==> config.mk <==
export PLATFORM = sky130hd
export DESIGN_NAME = bqc_gain
export DESIGN_NICKNAME = d
export VERILOG_FILES = /design/src/rtl/core/bqc_pkg.sv /design/src/rtl/core/bqc_gain.sv
export SDC_FILE = /design/constraint.sdc
export NUM_CORES = 1
export LEC_CHECK = 0
export BUFFER_PORTS_ARGS = -buffer_cell sky130_fd_sc_hd__buf_2
export CORE_ASPECT_RATIO = 0.6
export CORE_MARGIN = 5
export CORE_UTILIZATION = 50
export CTS_BUF_LIST = sky130_fd_sc_hd__clkbuf_16
export CTS_CLUSTER_DIAMETER = 40
export DETAILED_ROUTE_END_ITERATION = 6
export PLACE_DENSITY = 0.69
export RECOVER_POWER = 50
export SYNTH_ARGS = -nofsm -noshare
export SYNTH_HDL_FRONTEND = slang
export SYNTH_SLANG_ARGS = --single-unit
==> constraint.sdc <==
create_clock -name clock -period 7.4 [get_ports clock]
set_input_delay 1.48 -clock clock [delete_from_list [all_inputs] [get_ports clock]]
set_output_delay 1.48 -clock clock [all_outputs]
set_load 0.1 [all_outputs]
==> src/rtl/core/bqc_pkg.sv <==
// Shared types and constants for the cascaded biquad filter bank.
// Used by bqc_cell, bqc_gain and biquad_band_cascade; depends on nothing.
package bqc_pkg;

   localparam int NUM_CHANNELS = 2;
   localparam int NUM_BANDS    = 4;
   localparam int MAX_BANDS    = 4;

   localparam int SAMPLE_W   = 24;
   localparam int DATA_W     = 32;
   localparam int COEF_W     = 12;
   localparam int COEFS_W    = 5 * COEF_W;
   localparam int GAIN_W     = 16;
   localparam int CHAN_W     = 1;
   localparam int CHAN_IDX_W = (NUM_CHANNELS > 1) ? $clog2(NUM_CHANNELS) : 1;
   localparam int CSR_ADDR_W = 3;

   // register indexes on the csr port
   localparam logic [CSR_ADDR_W-1:0] REG_BAND0  = 3'd0;
   localparam logic [CSR_ADDR_W-1:0] REG_BAND1  = 3'd1;
   localparam logic [CSR_ADDR_W-1:0] REG_BAND2  = 3'd2;
   localparam logic [CSR_ADDR_W-1:0] REG_BAND3  = 3'd3;
   localparam logic [CSR_ADDR_W-1:0] REG_ENABLE = 3'd4;
   localparam logic [CSR_ADDR_W-1:0] REG_GAIN   = 3'd5;

   localparam logic [COEFS_W-1:0]  COEFS_RESET  = COEFS_W'(1024);
   localparam logic [MAX_BANDS-1:0] ENABLE_RESET = '1;
   localparam logic [GAIN_W-1:0]   GAIN_RESET   = GAIN_W'(4096);

   // word handed from cell to cell: Q9.23 value plus routing info
   typedef struct packed {
      logic [DATA_W-1:0] x;
      logic [CHAN_W-1:0] chan;
      logic              bypass;
   } cell_word_type;

endpackage

==> src/rtl/core/bqc_gain.sv <==
// Final insertion gain, rounding and 24-bit saturation, holding its result
// until the output register takes it. Depends on bqc_pkg.
module bqc_gain (
   input  logic                           clock,
   input  logic                           reset,
   input  logic [bqc_pkg::GAIN_W-1:0]     gain,
   input  logic                           in_valid,
   input  bqc_pkg::cell_word_type         in_word,
   input  logic                           out_ready,
   output logic                           out_valid,
   output logic [bqc_pkg::SAMPLE_W-1:0]   out_sample
);

   localparam int GPROD_W   = bqc_pkg::DATA_W + bqc_pkg::GAIN_W + 1;
   localparam int RND_SHIFT = 12;

   localparam logic signed [GPROD_W-1:0] G_HALF = GPROD_W'(2048);
   localparam logic signed [GPROD_W-1:0] S_MAX  = GPROD_W'(8388607);
   localparam logic signed [GPROD_W-1:0] S_MIN  = -GPROD_W'(8388608);

   logic                              hold_ff;
   logic                              bypass_ff;
   logic signed [GPROD_W-1:0]         prod_ff;
   logic [bqc_pkg::SAMPLE_W-1:0]      x_ff;

   logic signed [GPROD_W-1:0]         prod_in;
   logic signed [GPROD_W-1:0]         rnd_full;
   logic [bqc_pkg::SAMPLE_W-1:0]      sat_val;

   assign prod_in  = $signed(in_word.x) * $signed({1'b0, gain});
   assign rnd_full = (prod_ff + G_HALF) >>> RND_SHIFT;

   always_comb begin
      if (rnd_full > S_MAX) begin
         sat_val = bqc_pkg::SAMPLE_W'(S_MAX);
      end else if (rnd_full < S_MIN) begin
         sat_val = bqc_pkg::SAMPLE_W'(S_MIN);
      end else begin
         sat_val = bqc_pkg::SAMPLE_W'(rnd_full);
      end
   end

   always_ff @(posedge clock) begin
      if (reset) begin
         hold_ff <= 1'b0;
      end else if (in_valid) begin
         hold_ff   <= 1'b1;
         prod_ff   <= prod_in;
         bypass_ff <= in_word.bypass;
         x_ff      <= in_word.x[bqc_pkg::SAMPLE_W-1:0];
      end else if (out_ready) begin
         hold_ff <= 1'b0;
      end
   end

   assign out_valid  = hold_ff;
   // out-of-range channel: raw sample, no gain
   assign out_sample = bypass_ff ? x_ff : sat_val;

endmodule

== Word-level counts from Yosys, hierarchy flattened ==
Index checks and enable logic that the tools add are counted.

* Logic and storage cells: 16
* Input port bits: 54
* Output and inout port bits: 25
* Register bits after elaboration: 75

* Add/sub/neg operators: 1
* Order comparisons: 2
* Reductions and logical operators: 2
* Bitwise operators: 1
* Mux-type cells: 5
* Multiply operators: 1

{| class="wikitable"
|+ Operators by type and width
! cell !! count
|-
| 24-bit 2-to-1 mux || 3
|-
| 49-bit by 13-bit adder with 49-bit output, second input constant || 1
|-
| 32-bit by 17-bit multiplier with 49-bit output || 1
|-
| 37-bit by 24-bit greater-than comparator with 1-bit output, second input constant || 1
|-
| 37-bit by 24-bit < comparator with 1-bit output, second input constant || 1
|-
| 1-bit 2-to-1 mux || 2
|-
| 2-bit AND reduction || 1
|-
| 2-bit nonzero test || 1
|-
| 1-bit inverter || 1
|}

== Logic depth before layout (Yosys ltp) ==
* Depth in word-level cells: 5
* Depth in mapped cells: 24
* Gate-level depth less buffers: 23

== Worst setup path before layout ==
Ideal clock, no wire load.

* Path type: input to register
* Start point: input port in_word[19] (netlist name)
* End point: register prod_ff[48], data pin
* Data arrival time: 7.078 ns
* Data required time: 7.134 ns
* Path slack: 0.056 ns
* Setup time: 0.266 ns
* Cell stages on the path: 21
* Buffers on the path: 1
* Cell sequence: clkbuf_1 -> nand2_1 -> fa_1 -> fa_1 -> fa_1 -> inv_1 -> fa_1 -> fa_1 -> inv_1 -> fa_1 -> inv_1 -> ha_1 -> nand2_1 -> o21ai_0 -> o21a_1 -> nor2_1 -> a2111oi_0 -> o21ai_0 -> a21oi_1 -> mux2i_1 -> nand4_1

* Cells in the longest elaborated chain, start to end: 1

{| class="wikitable"
|+ RTL lines
! element !! line !! RTL
|-
| from (decl) || bqc_gain.sv:8 || <nowiki>input bqc_pkg::cell_word_type in_word,</nowiki>
|-
| 32-bit by 17-bit multiplier with 49-bit output || bqc_gain.sv:30 || <nowiki>assign prod_in = $signed(in_word.x) * $signed({1'b0, gain});</nowiki>
|-
| net prod_in[48] || bqc_gain.sv:26 || <nowiki>logic signed [GPROD_W-1:0] prod_in;</nowiki>
|-
| to (signal assigned) || bqc_gain.sv:48 || <nowiki>prod_ff <= prod_in;</nowiki>
|-
| to (decl) || bqc_gain.sv:23 || <nowiki>logic signed [GPROD_W-1:0] prod_ff;</nowiki>
|}

The timed path passes the listed nets, and every way through them passes these cells.
A chain may end at the register's enable or synchronous reset.

== Worst setup path after layout ==
* Start point: input port gain[7] (netlist name)
* End point: register prod_ff[38], data pin

* Cells in the longest elaborated chain, start to end: 1

{| class="wikitable"
|+ RTL lines
! element !! line !! RTL
|-
| from (decl) || bqc_gain.sv:6 || <nowiki>input logic [bqc_pkg::GAIN_W-1:0] gain,</nowiki>
|-
| 32-bit by 17-bit multiplier with 49-bit output || bqc_gain.sv:30 ||
|-
| net prod_in[38] || bqc_gain.sv:26 ||
|}

The timed path passes the listed nets, and every way through them passes these cells.

==> out/qor.txt <==
post-synthesis sequential area ratio = 9.101%
commonest non-fill, non-tap cells in the layout = 572 x inv_1, 484 x fa_1, 304 x nand2_1
CTS Buf Count = 9
Hold EP = out_valid
core area = 41,730 µm²
Mapped Nets = 2,916
# rows = 58
layout cell share with drive strength beyond 1 = 14.95%
WS Path Type = in -> reg
area grow syn2layout = 14.91%
CTS max path bufs = 2
post-route setup slack = 0.1812 ns
RSZ-0062 raised after global routing = false
period utilisation layout = 97.55%
CP bufs+invs = 8
commonest non-fill, non-tap cell in the layout = inv_1
initial core utilization = 50.34%
Die Wd = 274.6 µm
synthesized area = 21,010 µm²
Yosys warning count = 0
vias in the first global route = 16,918
worst path arrival time = 7.28 ns
synth top area cells = fa_1 46%, inv_1 10%, edfxtp_1 9.0%
syn avg cell area = 9.300 µm²
DP HPWL = 50,370 µm
max_slew headroom = -120.6%
WL/cell = 18.63 µm
IO buf count = 77
Vias per Instance = 5.183
Final ANT Viol Nets = 0
Clock Skew = 0 ns
required time worst endpoint = 7.46 ns
first-pass GRT wire length = 92,560 µm
met1 usage in global routing = 40.75%
clk_lat worst skew = 0.33 ns
top-level I/O count = 79
Clock transition at path regs = 0.06 ns
CP startpoint kind = input pin
grt total ovfl = 0
RR Startpoint = out_valid
number of fill cells = 3,555
Chip Height = 168.8 µm
final wirelength = 57,290 µm
DRC = 5
failing checks = DRC, capacitance limit, slew limit
GP Congestion = 0.9401
GR met2 Demand/Resource = 34.27%
Die ar. = 46,350 µm²
Final Hold Violating Endpoints = 0
synthesized instance count = 2,259
CTS sink count = 64
slowest CP cell = fa_1
gr busiest metal = met1
Top delay family on crit path = adder cells
CP max FO = 11
pin count of the biggest net entering global routing = 64
CP endpoint kind = flop
initial antenna violation count = 6
Hold Path Depth = 2
Cell Chain, Critical Path = clkbuf_4 > buf_4 > buf_12 > and2_1 > fa_1 > inv_1 > fa_1 > fa_1 > inv_1 > fa_1 > fa_1 > inv_1 > fa_1 > inv_1 > ha_1 > buf_4 > nand4_1 > or3_1 > o211ai_1 > nand3_1 > a31oi_1 > nor2_1 > xnor2_1
worst-margin pin slew = 3.308 ns
asr flop ratio synth = 0%
finished layout cell area = 24,140 µm²
FF-to-FF path depth = 2
worst r2r dst = out_valid
top_reg_cell synth = edfxtp_1
GRT met3 Usage = 9.422%
fin crit period = 7.219 ns
All-Layer GR Usage = 25.54%
DR iter-0 viols = 1,492
setup slack at placement = -0.3268 ns
H-tree levels = 3
final setup violation count = 0
CP most frequent cell = fa_1
maxcap violations = 1
fin util = 57.85%
worst hold path class = reg -> reg
Distinct cells, synth = 62
most area-hungry cell type in the Yosys netlist = fa_1
Slew Limit Fails = 64
Worst Setup SP = gain[7]
Synth top area share = 46.41%
Seq cells post-synth = 64
crit-path max cell delay = 0.64 ns
post-CTS setup buffer count = 0
CTS tree = done
via count = 15,938
Post-DP Area = 23,750 µm²
Detailed Routing Iterations Pass 1 = 7
Post-synth EDFFs = 63
Hold Crit Start = out_valid
outcome = complete, but fails checks
Max Freq = 138.5 MHz
clk root buf = clkbuf_16
fin nets = 3,154
FF-to-FF setup slack = 6.83 ns
cell usage after synthesis, drive strengths merged (2+ instances only):
library cell and count:
nor2b 4, nor3 10, fa 487, o21bai 7, and3 18, nand2b 5
nand4b 3, o211ai 2, nor2 37, a21o 22, a31oi 7, inv 572
and2 241, and4 6, mux2i 2, xnor2 51, nand4 16, a211o 2
o21ai 42, a22oi 2, nand3 21, a21oi 47, a2bb2oi 23, nand2 304
ha 116, a211oi 3, xor2 21, buf 8, nor4b 3, nor4 4
nand3b 2, edfxtp 63, o221ai 2, or3 2, clkbuf 86, o21a 4
final cells by class:
class                           instances  area [µm²]  area share, %
Multi-Input combinational cell       1528       16630          68.88
Timing Repair Buffer                  321        2417          10.01
Inverter                              573        2151          8.909
Sequential cell                        64        1912          7.920
Tap cell                              570       713.2          2.954
Clock buffer                            9       225.2         0.9329
Clock inverter                          6       85.08         0.3524
Antenna cell                            4       10.01        0.04146
state kept, by name, indices dropped and copies added (netlist names):
| register | cells |
|---|---|
| prod_ff | 38 |
| x_ff | 24 |
| bypass_ff | 1 |
| out_valid | 1 |
cells by family after synthesis:
| group | after synthesis | share of synthesized area [%] |
|---|---|---|
| xor+xnor | 72 | 3.002 |
| simple gates | 679 | 16.51 |
| compound gates | 172 | 5.885 |
| fa+ha+maj | 603 | 53.32 |
| mux | 2 | 0.09530 |
| flops | 64 | 9.101 |
| buf+inv | 667 | 12.09 |
tightest hold or removal path, delay by kind of cell (launching register included):
kind	cells	cell delay (ns)
simple gates	1	0.07
flops	1	0.32
compound gates	1	0.06
worst max-delay path by stage:
stage                  end  cells past startpoint  slack [ns]
2_1_floorplan  prod_ff[48]                     21        0.06
3_3_place_gp   prod_ff[48]                     22       -0.26
3_5_place_dp   prod_ff[46]                     24       -0.33
4_1_cts        prod_ff[46]                     24        0.02
5_1_grt        prod_ff[48]                     22       0.006
6_report       prod_ff[38]                     23        0.18
metrics by stage:
stage / TNS, ns / hold slack (ns) / instances
after CTS: 0 / 0.4867 / 3071
after global routing: 0 / 0.5387 / 3071
after floorplan: 0 / 0.9602 / 2259
final: 0 / 0.4777 / 3075
after global placement: -1.532 / 0.4636 / 3056
after detailed placement: -2.424 / 0.4722 / 3056
repair_timing:
action                                  CTS  global route
endpoints found under the setup margin    0            16
hold buffers                              0             0
hold endpoints to repair                  0             0
resized for setup                         0            31
routing by layer:
layer / up-vias / routed length [µm]
met4: 4 / 408
met2: 774 / 21920
met5: - / 24
met3: 41 / 8603
li1: 7165 / -
met1: 7954 / 26340
Power is left out: the tool's default activity adds up to more than one toggle a clock period on the data nets, which glitch-free logic cannot reach.
