<file path="src/rtl/core/bqc_pkg.sv">
// Shared types and constants for the cascaded biquad filter bank.
// Used by bqc_cell, bqc_gain and biquad_band_cascade; depends on nothing.
package bqc_pkg;

   localparam int NUM_CHANNELS = 2;
   localparam int NUM_BANDS    = 4;
   localparam int MAX_BANDS    = 4;

   localparam int SAMPLE_W   = 24;
   localparam int DATA_W     = 32;
   localparam int COEF_W     = 12;
   localparam int COEFS_W    = 5 * COEF_W;
   localparam int GAIN_W     = 16;
   localparam int CHAN_W     = 1;
   localparam int CHAN_IDX_W = (NUM_CHANNELS > 1) ? $clog2(NUM_CHANNELS) : 1;
   localparam int CSR_ADDR_W = 3;

   // register indexes on the csr port
   localparam logic [CSR_ADDR_W-1:0] REG_BAND0  = 3'd0;
   localparam logic [CSR_ADDR_W-1:0] REG_BAND1  = 3'd1;
   localparam logic [CSR_ADDR_W-1:0] REG_BAND2  = 3'd2;
   localparam logic [CSR_ADDR_W-1:0] REG_BAND3  = 3'd3;
   localparam logic [CSR_ADDR_W-1:0] REG_ENABLE = 3'd4;
   localparam logic [CSR_ADDR_W-1:0] REG_GAIN   = 3'd5;

   localparam logic [COEFS_W-1:0]  COEFS_RESET  = COEFS_W'(1024);
   localparam logic [MAX_BANDS-1:0] ENABLE_RESET = '1;
   localparam logic [GAIN_W-1:0]   GAIN_RESET   = GAIN_W'(4096);

   // word handed from cell to cell: Q9.23 value plus routing info
   typedef struct packed {
      logic [DATA_W-1:0] x;
      logic [CHAN_W-1:0] chan;
      logic              bypass;
   } cell_word_type;

endpackage

</file>
<file path="src/rtl/core/bqc_cell.sv">
// One direct-form-I biquad section with per-channel x1/x2/y1/y2 history.
// Uses a single 12x32 multiplier over five steps. Depends on bqc_pkg.
module bqc_cell (
   input  logic                          clock,
   input  logic                          reset,
   input  logic [bqc_pkg::COEFS_W-1:0]   coeffs,
   input  logic                          enable,
   input  logic                          in_valid,
   input  bqc_pkg::cell_word_type        in_word,
   output logic                          out_valid,
   output bqc_pkg::cell_word_type        out_word
);

   localparam int PROD_W = bqc_pkg::COEF_W + bqc_pkg::DATA_W;
   localparam int ACC_W  = PROD_W + 4;
   localparam int HIST_TAPS = 4;
   localparam int RND_SHIFT = 10;

   localparam logic [2:0] STEP_B0   = 3'd0;
   localparam logic [2:0] STEP_B1   = 3'd1;
   localparam logic [2:0] STEP_B2   = 3'd2;
   localparam logic [2:0] STEP_A1   = 3'd3;
   localparam logic [2:0] STEP_A2   = 3'd4;
   localparam logic [2:0] STEP_DONE = 3'd5;

   localparam logic [1:0] H_X1 = 2'd0;
   localparam logic [1:0] H_X2 = 2'd1;
   localparam logic [1:0] H_Y1 = 2'd2;
   localparam logic [1:0] H_Y2 = 2'd3;

   localparam logic signed [ACC_W-1:0] ACC_HALF = ACC_W'(512);
   localparam logic signed [ACC_W-1:0] Y_MAX    = ACC_W'(64'sd2147483647);
   localparam logic signed [ACC_W-1:0] Y_MIN    = -ACC_W'(64'sd2147483648);

   typedef enum logic [1:0] {ST_IDLE, ST_MAC, ST_ROUND} state_type;

   state_type                     state_ff;
   logic [2:0]                    step_ff;
   bqc_pkg::cell_word_type        word_ff;
   bqc_pkg::cell_word_type        out_word_ff;
   logic                          out_vld_ff;
   logic signed [PROD_W-1:0]      prod_ff;
   logic                          sub_ff;
   logic                          prod_vld_ff;
   logic signed [ACC_W-1:0]       acc_ff;
   logic signed [bqc_pkg::DATA_W-1:0] hist_ff [bqc_pkg::NUM_CHANNELS][HIST_TAPS];

   logic [bqc_pkg::CHAN_IDX_W-1:0]    ch;
   logic signed [bqc_pkg::COEF_W-1:0] coef_sel;
   logic signed [bqc_pkg::DATA_W-1:0] op_sel;
   logic signed [PROD_W-1:0]          prod_in;
   logic signed [ACC_W-1:0]           acc_in;
   logic signed [ACC_W-1:0]           rnd_full;
   logic signed [bqc_pkg::DATA_W-1:0] y_in;

   assign ch = bqc_pkg::CHAN_IDX_W'(word_ff.chan);

   always_comb begin
      case (step_ff)
         STEP_B0: begin
            coef_sel = coeffs[0 +: bqc_pkg::COEF_W];
            op_sel   = word_ff.x;
         end
         STEP_B1: begin
            coef_sel = coeffs[bqc_pkg::COEF_W +: bqc_pkg::COEF_W];
            op_sel   = hist_ff[ch][H_X1];
         end
         STEP_B2: begin
            coef_sel = coeffs[2 * bqc_pkg::COEF_W +: bqc_pkg::COEF_W];
            op_sel   = hist_ff[ch][H_X2];
         end
         STEP_A1: begin
            coef_sel = coeffs[3 * bqc_pkg::COEF_W +: bqc_pkg::COEF_W];
            op_sel   = hist_ff[ch][H_Y1];
         end
         STEP_A2: begin
            coef_sel = coeffs[4 * bqc_pkg::COEF_W +: bqc_pkg::COEF_W];
            op_sel   = hist_ff[ch][H_Y2];
         end
         default: begin
            coef_sel = '0;
            op_sel   = '0;
         end
      endcase
   end

   assign prod_in  = coef_sel * op_sel;
   assign acc_in   = sub_ff ? acc_ff - ACC_W'(prod_ff) : acc_ff + ACC_W'(prod_ff);
   // round half up: add half an LSB, then floor shift
   assign rnd_full = (acc_ff + ACC_HALF) >>> RND_SHIFT;

   always_comb begin
      if (rnd_full > Y_MAX) begin
         y_in = bqc_pkg::DATA_W'(Y_MAX);
      end else if (rnd_full < Y_MIN) begin
         y_in = bqc_pkg::DATA_W'(Y_MIN);
      end else begin
         y_in = bqc_pkg::DATA_W'(rnd_full);
      end
   end

   always_ff @(posedge clock) begin
      if (reset) begin
         state_ff    <= ST_IDLE;
         out_vld_ff  <= 1'b0;
         prod_vld_ff <= 1'b0;
         for (int c = 0; c < bqc_pkg::NUM_CHANNELS; c++) begin
            for (int t = 0; t < HIST_TAPS; t++) begin
               hist_ff[c][t] <= '0;
            end
         end
      end else begin
         out_vld_ff <= 1'b0;
         unique case (state_ff)
            ST_IDLE: begin
               if (in_valid) begin
                  if (!enable || in_word.bypass) begin
                     // skipped section: pass the word on untouched
                     out_word_ff <= in_word;
                     out_vld_ff  <= 1'b1;
                  end else begin
                     word_ff     <= in_word;
                     step_ff     <= STEP_B0;
                     acc_ff      <= '0;
                     prod_vld_ff <= 1'b0;
                     state_ff    <= ST_MAC;
                  end
               end
            end
            ST_MAC: begin
               if (step_ff != STEP_DONE) begin
                  prod_ff <= prod_in;
                  sub_ff  <= (step_ff == STEP_A1) || (step_ff == STEP_A2);
               end
               prod_vld_ff <= (step_ff != STEP_DONE);
               if (prod_vld_ff) begin
                  acc_ff <= acc_in;
               end
               if (step_ff == STEP_DONE) begin
                  state_ff <= ST_ROUND;
               end
               step_ff <= step_ff + 3'd1;
            end
            ST_ROUND: begin
               hist_ff[ch][H_X2] <= hist_ff[ch][H_X1];
               hist_ff[ch][H_X1] <= word_ff.x;
               hist_ff[ch][H_Y2] <= hist_ff[ch][H_Y1];
               hist_ff[ch][H_Y1] <= y_in;
               out_word_ff.x      <= y_in;
               out_word_ff.chan   <= word_ff.chan;
               out_word_ff.bypass <= 1'b0;
               out_vld_ff         <= 1'b1;
               state_ff           <= ST_IDLE;
            end
            default: begin
               state_ff <= ST_IDLE;
            end
         endcase
      end
   end

   assign out_valid = out_vld_ff;
   assign out_word  = out_word_ff;

endmodule

</file>
<file path="config.mk">
export PLATFORM = sky130hd
export DESIGN_NAME = bqc_cell
export DESIGN_NICKNAME = d
export VERILOG_FILES = /design/src/rtl/core/bqc_pkg.sv /design/src/rtl/core/bqc_cell.sv
export SDC_FILE = /design/constraint.sdc
export NUM_CORES = 2
export LEC_CHECK = 0
export BUFFER_PORTS_ARGS = -buffer_cell sky130_fd_sc_hd__buf_4
export CORE_ASPECT_RATIO = 1.75
export CORE_UTILIZATION = 50
export DETAILED_ROUTE_END_ITERATION = 7
export PLACE_DENSITY = 0.75
export SLEW_MARGIN = 20
export SYNTH_ARGS = -nofsm -noshare
export SYNTH_HDL_FRONTEND = slang
export SYNTH_SLANG_ARGS = --single-unit
</file>
<file path="constraint.sdc">
create_clock -name clock -period 9.6 [get_ports clock]
set_clock_uncertainty 0.15 [all_clocks]
set_input_delay 0.96 -clock clock [delete_from_list [all_inputs] [get_ports clock]]
set_output_delay 0.96 -clock clock [all_outputs]
set_load 0.05 [all_outputs]
</file>
* Yosys cells after proc, flatten, opt, wreduce, memory -nomap -nowiden
Memory sizes are Yosys's and may differ from the RTL's. A register that Yosys moved wholly into a read port is not among the register bits.
Index checks and enable logic that the tools add are counted.
** Cells by class
- $add $sub $neg :: 4
- Multipliers :: 1
- $lt $le $gt $ge :: 2
- Eq/ne operators :: 13
- Muxes and demuxes :: 34
- Bitwise operators :: 2
- Reduce and logical (&&, ||, !) cells :: 15
** Operators by type and width (count)
- two-way mux 48 bit :: 4
- case mux 32 bit (5 select lines) :: 1
- two-way mux 128 bit :: 1
- OR reduction 128 bit :: 1
- case mux 48 bit (2 select lines) :: 1
- two-way mux 34 bit :: 2
- case mux 34 bit (2 select lines) :: 1
- two-way mux 32 bit :: 2
- case mux 12 bit (5 select lines) :: 1
- adder 48 x 11 -> 48 bit, second input constant :: 1
- adder 48 x 44 -> 48 bit :: 1
- subtractor 48 x 44 -> 48 bit :: 1
- multiplier 12 x 32 -> 44 bit :: 1
- greater-than comparator 38 x 32 -> 1 bit, second input constant :: 1
- < comparator 38 x 32 -> 1 bit, second input constant :: 1
- two-way mux 1 bit :: 12
- AND reduction 4 bit :: 3
- != test 2 bit, second input constant :: 5
- AND reduction 3 bit :: 3
- equality test 3 x 2 -> 1 bit, second input constant :: 2
- equality test 3 bit, second input constant :: 2
- two-way mux 2 bit :: 3
- two-way mux 3 bit :: 2
- case mux 3 bit (2 select lines) :: 1
- 14 further kinds :: 18
** Storage, ports and cells
- Register bits :: 167
- RAM bits :: 256
- Bits of input ports :: 98
- Output and inout bits :: 35
- Memories kept :: 1
** Memory list
- hist_ff :: words 2, bits a word 128, rd ports 1, clocked after memory_dff 1, wr ports 2, RTL line bqc_cell.sv:46 : logic signed [bqc_pkg::DATA_W-1:0] hist_ff [bqc_pkg::NUM_CHANNELS][HIST_TAPS];

* Depth between registers and ports, before layout
- Depth after elaboration :: 6
- Gate-level depth with buffers :: 31
- Gate-level depth less buffers :: 28

* Least setup slack after synthesis
No wires, ideal clock.
- Kind :: flip-flop to flip-flop
- Start point :: register state_ff[0]
- End point :: memory hist_ff[0][0] (netlist bit) (enable)
- Data arrival time :: 6.841 ns
- Data required time :: 8.808 ns
- Path slack :: 1.967 ns
- Cell stages (with the launch flop) :: 5
- Path buffers :: 2
- Clock period less this slack :: 7.633 ns
- Cells stage by stage :: dfxtp_1 -> nand2b_1 -> clkbuf_1 -> clkbuf_1 -> o21bai_1
** RTL lines
- start: declaration :: RTL line bqc_cell.sv:37 : state_type state_ff;
- start signal: assignment :: RTL line bqc_cell.sv:104 : state_ff <= ST_IDLE;
- start signal: assignment :: RTL line bqc_cell.sv:126 : state_ff <= ST_MAC;
- start signal: assignment :: RTL line bqc_cell.sv:140 : state_ff <= ST_ROUND;
- end: declaration :: RTL line bqc_cell.sv:46

* Final worst setup path
- Start point :: register step_ff[1]
- End point :: register prod_ff[43], data pin
** Between the ends
- Longest elaborated chain between the ends :: 3
- Elaborated cells on any way between the ends :: 8
- Classes of those cells :: mul: 1; eq/ne: 4; mux: 2; reduce/logical: 1
** Ends and longest elaborated chain
- start: declaration :: RTL line bqc_cell.sv:38 : logic [2:0] step_ff;
- start signal: assignment :: RTL line bqc_cell.sv:142 : step_ff <= step_ff + 3'd1;
- equality test 3 bit, or another cell as far along :: RTL line bqc_cell.sv:59 : case (step_ff)
- case mux 12 bit (5 select lines) or case mux 32 bit (5 select lines) (tied branches) :: RTL line bqc_cell.sv:59
- multiplier 12 x 32 -> 44 bit (*) :: RTL line bqc_cell.sv:87 : assign prod_in = coef_sel * op_sel;
- net prod_in[43] :: RTL line bqc_cell.sv:51 : logic signed [PROD_W-1:0] prod_in;
- end signal: assignment :: RTL line bqc_cell.sv:132 : prod_ff <= prod_in;
- end: declaration :: RTL line bqc_cell.sv:42 : logic signed [PROD_W-1:0] prod_ff;
The timed path passes the listed nets; every way through them passes the cells marked *.
A chain may end at the register's enable or synchronous reset.

==> results by stage <==
Clock tree:
- The root buffer cell chosen for the clock tree is sky130_fd_sc_hd__clkbuf_16.
- TritonCTS built the clock tree.
- After clock tree synthesis, the flow added hold-fix buffers numbering 0.
- The longest clock path from root to sink contains 3 buffers.
- The number of buffers created by CTS is 39.
- Post-CTS timing repair inserted 0 buffers for setup.
- The post-CTS clock slew at the launch and capture registers of the worst setup and hold paths is 0.08 ns.
- The level count of the clock H-tree is 2.
- The clock sink count is 424.
- Gates resized during post-CTS repair numbered 0.
- The clock latency reported for the late side of the worst-skew pair is 0.57 ns.

Worst setup path:
- The flop-to-flop setup slack is 0.72 ns.
- The endpoint type of the worst setup path is a flop.
- In this run the critical register-to-register path is captured at prod_ff[43]$_DFFE_PP_.
- The number of cells traversed by the worst register-to-register path is 22.
- The worst register-to-register path begins at step_ff[1]$_SDFFCE_PN0P_.
- The kind of start point of the critical path is a flop.
- In this run the worst path has a maximum fanout of 18.
- For the worst setup path, the data required time is 9.76 ns.
- The type of the worst setup path is flop to flop.
- The data arrival time of the worst path is 9.04 ns.

Worst hold path:
- In this run the most critical hold path is launched from prod_vld_ff$_SDFFE_PP0P_.
- The worst hold path terminates at prod_vld_ff$_SDFFE_PP0P_.
- The worst min-delay path class is flop to flop.
- Along the worst hold path, the cell count comes to 2.

Cells and area:
- The layout overhead on the synthesized area is 9.11%.
- Cells with a size suffix above 1 make up 8.55% of the layout.
- The number of antenna diodes in the final layout is 0.
- The filler cell count in the final layout is 5946.
- In the final design database the tool counted 4085 nets.

Global route:
- The total global-route track usage is 29.3%.
- The number of antenna violations at the first check in global routing is 3.
- The global routing's busiest layer is met2.
- The via count of the first global-routing pass is 28.2k.
- Entering global routing, the biggest net connects 74 pins.
- The first global-routing pass estimated 159000 µm of wire.
- The global routing met3 resource utilization is 5.29%.
- Global routing used 31.7% of the available met1 tracks.
- The aggregate global routing overflow is 0.
- The met2 demand-to-capacity share in global routing is 51.4%.

Routing:
- The post-detailed-route wirelength per cell is 23.1 µm.
- In the routed layout, each cell is associated on average with a via count of 6.02.
- Once detail routing completed, the nets flagged for antenna violations numbered 0.
- The count of unresolved DRC violations after routing is 0.
- Detailed routing inserted a total of 26.8k vias.
- The total wire length after detailed routing is 103000 µm.
- Before antenna repair, the detailed router went through 6 iterations.
- The number of DRC markers after the initial detailed-route iteration is 2217.

Logic synthesis:
- The mean instance size in the synthesized netlist is 10.1 µm².
- The synthesized netlist occupies a cell area of 35000 µm².
- In this run, synthesis produced a sequential element count of 424.
- The most used flip-flop cell after synthesis is sky130_fd_sc_hd__edfxtp_1.
- The count of warnings emitted by yosys is 0.
- The synthesized instance count is 3478.
- The sequential element share of the synthesized area is 36.2%.
- The synthesized design contains 419 enable-type register cells.
- The count of different cell masters after synthesis is 79.
- The proportion of register bits with asynchronous set or reset after synthesis is 0%.
- The post-synth net total is 4061.

Place:
- Routability-driven placement finished with a final weighted congestion of 0.947.
- In this run the tool buffered the top-level ports with 132 buffer cells.
- After legalization and detailed placement, the total HPWL measured 75900 µm.
- The placement-stage worst setup slack is 0.804 ns.

STA:
- The count of endpoints failing hold in the final timing report came to 0.
- Setup violations remaining at the end of the flow were counted as 0.
- The final critical-path share of the clock period is 92.5%.
- The maximum clock frequency is 113 MHz.
- Setup slack on the critical path of the routed design comes to 0.717 ns.
- Setup repair after global routing left no endpoint under its margin.
- The final total negative setup slack is 0 ns.
- At the pin with the least slew margin, the transition time is 1.19 ns.
- The count of final max-slew check failures came to 0.
- The worst hold slack is 0.338 ns.
- The minimum clock period is 8.88 ns.
- The tightest slew margin relative to the limit is 20.6%.

Power and ir drop:
- Power spread over the standard cell area amounts to 135 nW/µm².
- Summed over all cells, the static leakage comes to 16.4 nW.
- Across the VDD grid, the largest voltage drop is 0.123 mV.

Run status:
- The flow ran to the end, and the final reports show no timing, DRC or antenna violations.

Floorplanning:
- The core area is 69500 µm².
- Measured along the y axis, the die boundary spans 352 µm.
- The overall die area is 71200 µm².
- The cell row count is 128.
- The width of the chip is 202 µm.
- In this run the count of I/O pins placed on the die edge is 133.
- For this configuration, the core starts out at a cell density of 50.4%.

Flow run:
- The number of maximum-capacitance violations is 0.
[worst max-delay path by stage]
stage / start / endpoint
2_1_floorplan: state_ff[0]$_SDFFE_PP0P_ / hist_ff[0][0]$_SDFFCE_PN0P_
3_3_place_gp: step_ff[1]$_SDFFCE_PN0P_ / prod_ff[43]$_DFFE_PP_
3_5_place_dp: step_ff[1]$_SDFFCE_PN0P_ / prod_ff[43]$_DFFE_PP_
4_1_cts: step_ff[1]$_SDFFCE_PN0P_ / prod_ff[43]$_DFFE_PP_
5_1_grt: step_ff[1]$_SDFFCE_PN0P_ / prod_ff[43]$_DFFE_PP_
6_report: step_ff[1]$_SDFFCE_PN0P_ / prod_ff[43]$_DFFE_PP_
[metrics by stage]
step	std cells	util (%)	area, µm²	total power [mW]
after floorplan	3478	-	35000	3.10
after global placement	4371	53.1	36900	3.48
after detailed placement	4371	53.1	36900	3.50
after CTS	4443	55.0	38200	5.17
after global routing	4443	55.0	38200	5.38
final	4443	55.0	38200	5.17
[power breakdown]
group / leakage (nW) / internal (mW) / switching, mW
clock: 0.651 / 0.915 / 0.767
sequential: 4.19 / 2.12 / 0.0360
combinational: 11.5 / 0.484 / 0.845
[registers in the layout, summed over array words and instances, names as in the netlist, 2 cells and up, named ones only]
name,cells
hist_ff,256
acc_ff,48
prod_ff,44
out_word,34
word_ff,32
step_ff,3
state_ff,2
[metal layers]
metal / share of wire [%] / routed length, µm / up-vias
met2: 51 / 52100 / 1468
met1: 33 / 33700 / 13100
met5: 0.028 / 29 / -
met4: 7.8 / 7960 / 4
li1: - / - / 11700
met3: 8.6 / 8850 / 428
[worst max-delay path, stage by stage, from the launching register on]
cell and delay, ns:
sky130_fd_sc_hd__edfxtp_1 0.43, sky130_fd_sc_hd__inv_1 0.10, sky130_fd_sc_hd__ha_1 0.26, sky130_fd_sc_hd__nor2b_1 0.72, sky130_fd_sc_hd__a22oi_1 0.20, sky130_fd_sc_hd__nand3_1 0.23, sky130_fd_sc_hd__nand2_1 0.57, sky130_fd_sc_hd__nor2_1 0.36
sky130_fd_sc_hd__fa_1 0.45, sky130_fd_sc_hd__fa_1 0.53, sky130_fd_sc_hd__fa_1 0.53, sky130_fd_sc_hd__fa_1 0.57, sky130_fd_sc_hd__inv_1 0.06, sky130_fd_sc_hd__fa_1 0.54, sky130_fd_sc_hd__inv_1 0.05, sky130_fd_sc_hd__ha_1 0.41
sky130_fd_sc_hd__or4_1 0.53, sky130_fd_sc_hd__a31oi_1 0.31, sky130_fd_sc_hd__nand2_1 0.18, sky130_fd_sc_hd__nor3_1 0.53, sky130_fd_sc_hd__nor3_1 0.18, sky130_fd_sc_hd__o311ai_0 0.55, sky130_fd_sc_hd__o211ai_1 0.17
[synth_stat cells, types with 4 or more instances]
library cell               number  share of area, %
sky130_fd_sc_hd__a211o_1       11              0.27
sky130_fd_sc_hd__a211oi_1      10              0.21
sky130_fd_sc_hd__a21o_1        55               1.2
sky130_fd_sc_hd__a21oi_1      140               2.0
sky130_fd_sc_hd__a221o_1       26              0.74
sky130_fd_sc_hd__a221oi_1       6              0.15
sky130_fd_sc_hd__a22oi_1       22              0.47
sky130_fd_sc_hd__a31oi_1       22              0.39
sky130_fd_sc_hd__and2_1       124               2.2
sky130_fd_sc_hd__and3_1        41              0.73
sky130_fd_sc_hd__and4_1         4              0.10
sky130_fd_sc_hd__buf_1         19              0.20
sky130_fd_sc_hd__clkbuf_1     173               1.9
sky130_fd_sc_hd__dfxtp_1        5              0.29
sky130_fd_sc_hd__edfxtp_1     419                36
sky130_fd_sc_hd__fa_1         339                19
sky130_fd_sc_hd__ha_1         146               5.2
sky130_fd_sc_hd__inv_1        450               4.8
sky130_fd_sc_hd__mux2i_1      131               3.7
sky130_fd_sc_hd__nand2_1      387               4.1
sky130_fd_sc_hd__nand2b_1      12              0.21
sky130_fd_sc_hd__nand3_1       44              0.63
sky130_fd_sc_hd__nand4_1       24              0.43
sky130_fd_sc_hd__nor2_1       328               3.5
sky130_fd_sc_hd__nor2b_1       24              0.43
sky130_fd_sc_hd__nor3_1        47              0.67
sky130_fd_sc_hd__nor4_1         9              0.16
sky130_fd_sc_hd__o211ai_1      11              0.24
sky130_fd_sc_hd__o21a_1        15              0.32
sky130_fd_sc_hd__o21ai_0      106               1.5
sky130_fd_sc_hd__o21bai_1      22              0.47
sky130_fd_sc_hd__o22ai_1       32              0.57
sky130_fd_sc_hd__o311ai_0      31              0.77
sky130_fd_sc_hd__o31a_1         4              0.10
sky130_fd_sc_hd__o31ai_1        7              0.15
sky130_fd_sc_hd__o41ai_1        4              0.10
sky130_fd_sc_hd__or2_2          9              0.16
sky130_fd_sc_hd__or3_1         12              0.21
sky130_fd_sc_hd__xnor2_1      100               2.5
sky130_fd_sc_hd__xor2_1        48               1.2
[cell usage in the layout, fill, tap and decap left out, types with 125 or more instances in the layout]
master                     synthesis  routed
sky130_fd_sc_hd__a21oi_1         140     140
sky130_fd_sc_hd__and2_1          124     125
sky130_fd_sc_hd__buf_4             0     180
sky130_fd_sc_hd__edfxtp_1        419     419
sky130_fd_sc_hd__fa_1            339     339
sky130_fd_sc_hd__ha_1            146     146
sky130_fd_sc_hd__inv_1           450     450
sky130_fd_sc_hd__mux2i_1         131     131
sky130_fd_sc_hd__nand2_1         387     383
sky130_fd_sc_hd__nor2_1          328     324
[cells by family after synthesis]
kind of cell | share of synthesized area (%)
multiplexers | 3.87
flip-flops | 36.2
AO/OA/AOI/OAI | 10.3
AND/OR/NAND/NOR | 14.3
adder cells (fa/ha/maj) | 24.6
XOR/XNOR | 3.70
buffers and inverters | 7.00
[area by class of cell]
class                           instances  area (µm²)  area share, %
Clock buffer                           43        1010           2.65
Clock inverter                         29         319          0.835
Inverter                              450        1690           4.42
Multi-Input combinational cell       2406       20000           52.3
Sequential cell                       424       12700           33.2
Tap cell                              910        1140           2.98
Timing Repair Buffer                  181        1370           3.59
(Power assumes the default switching activity.)
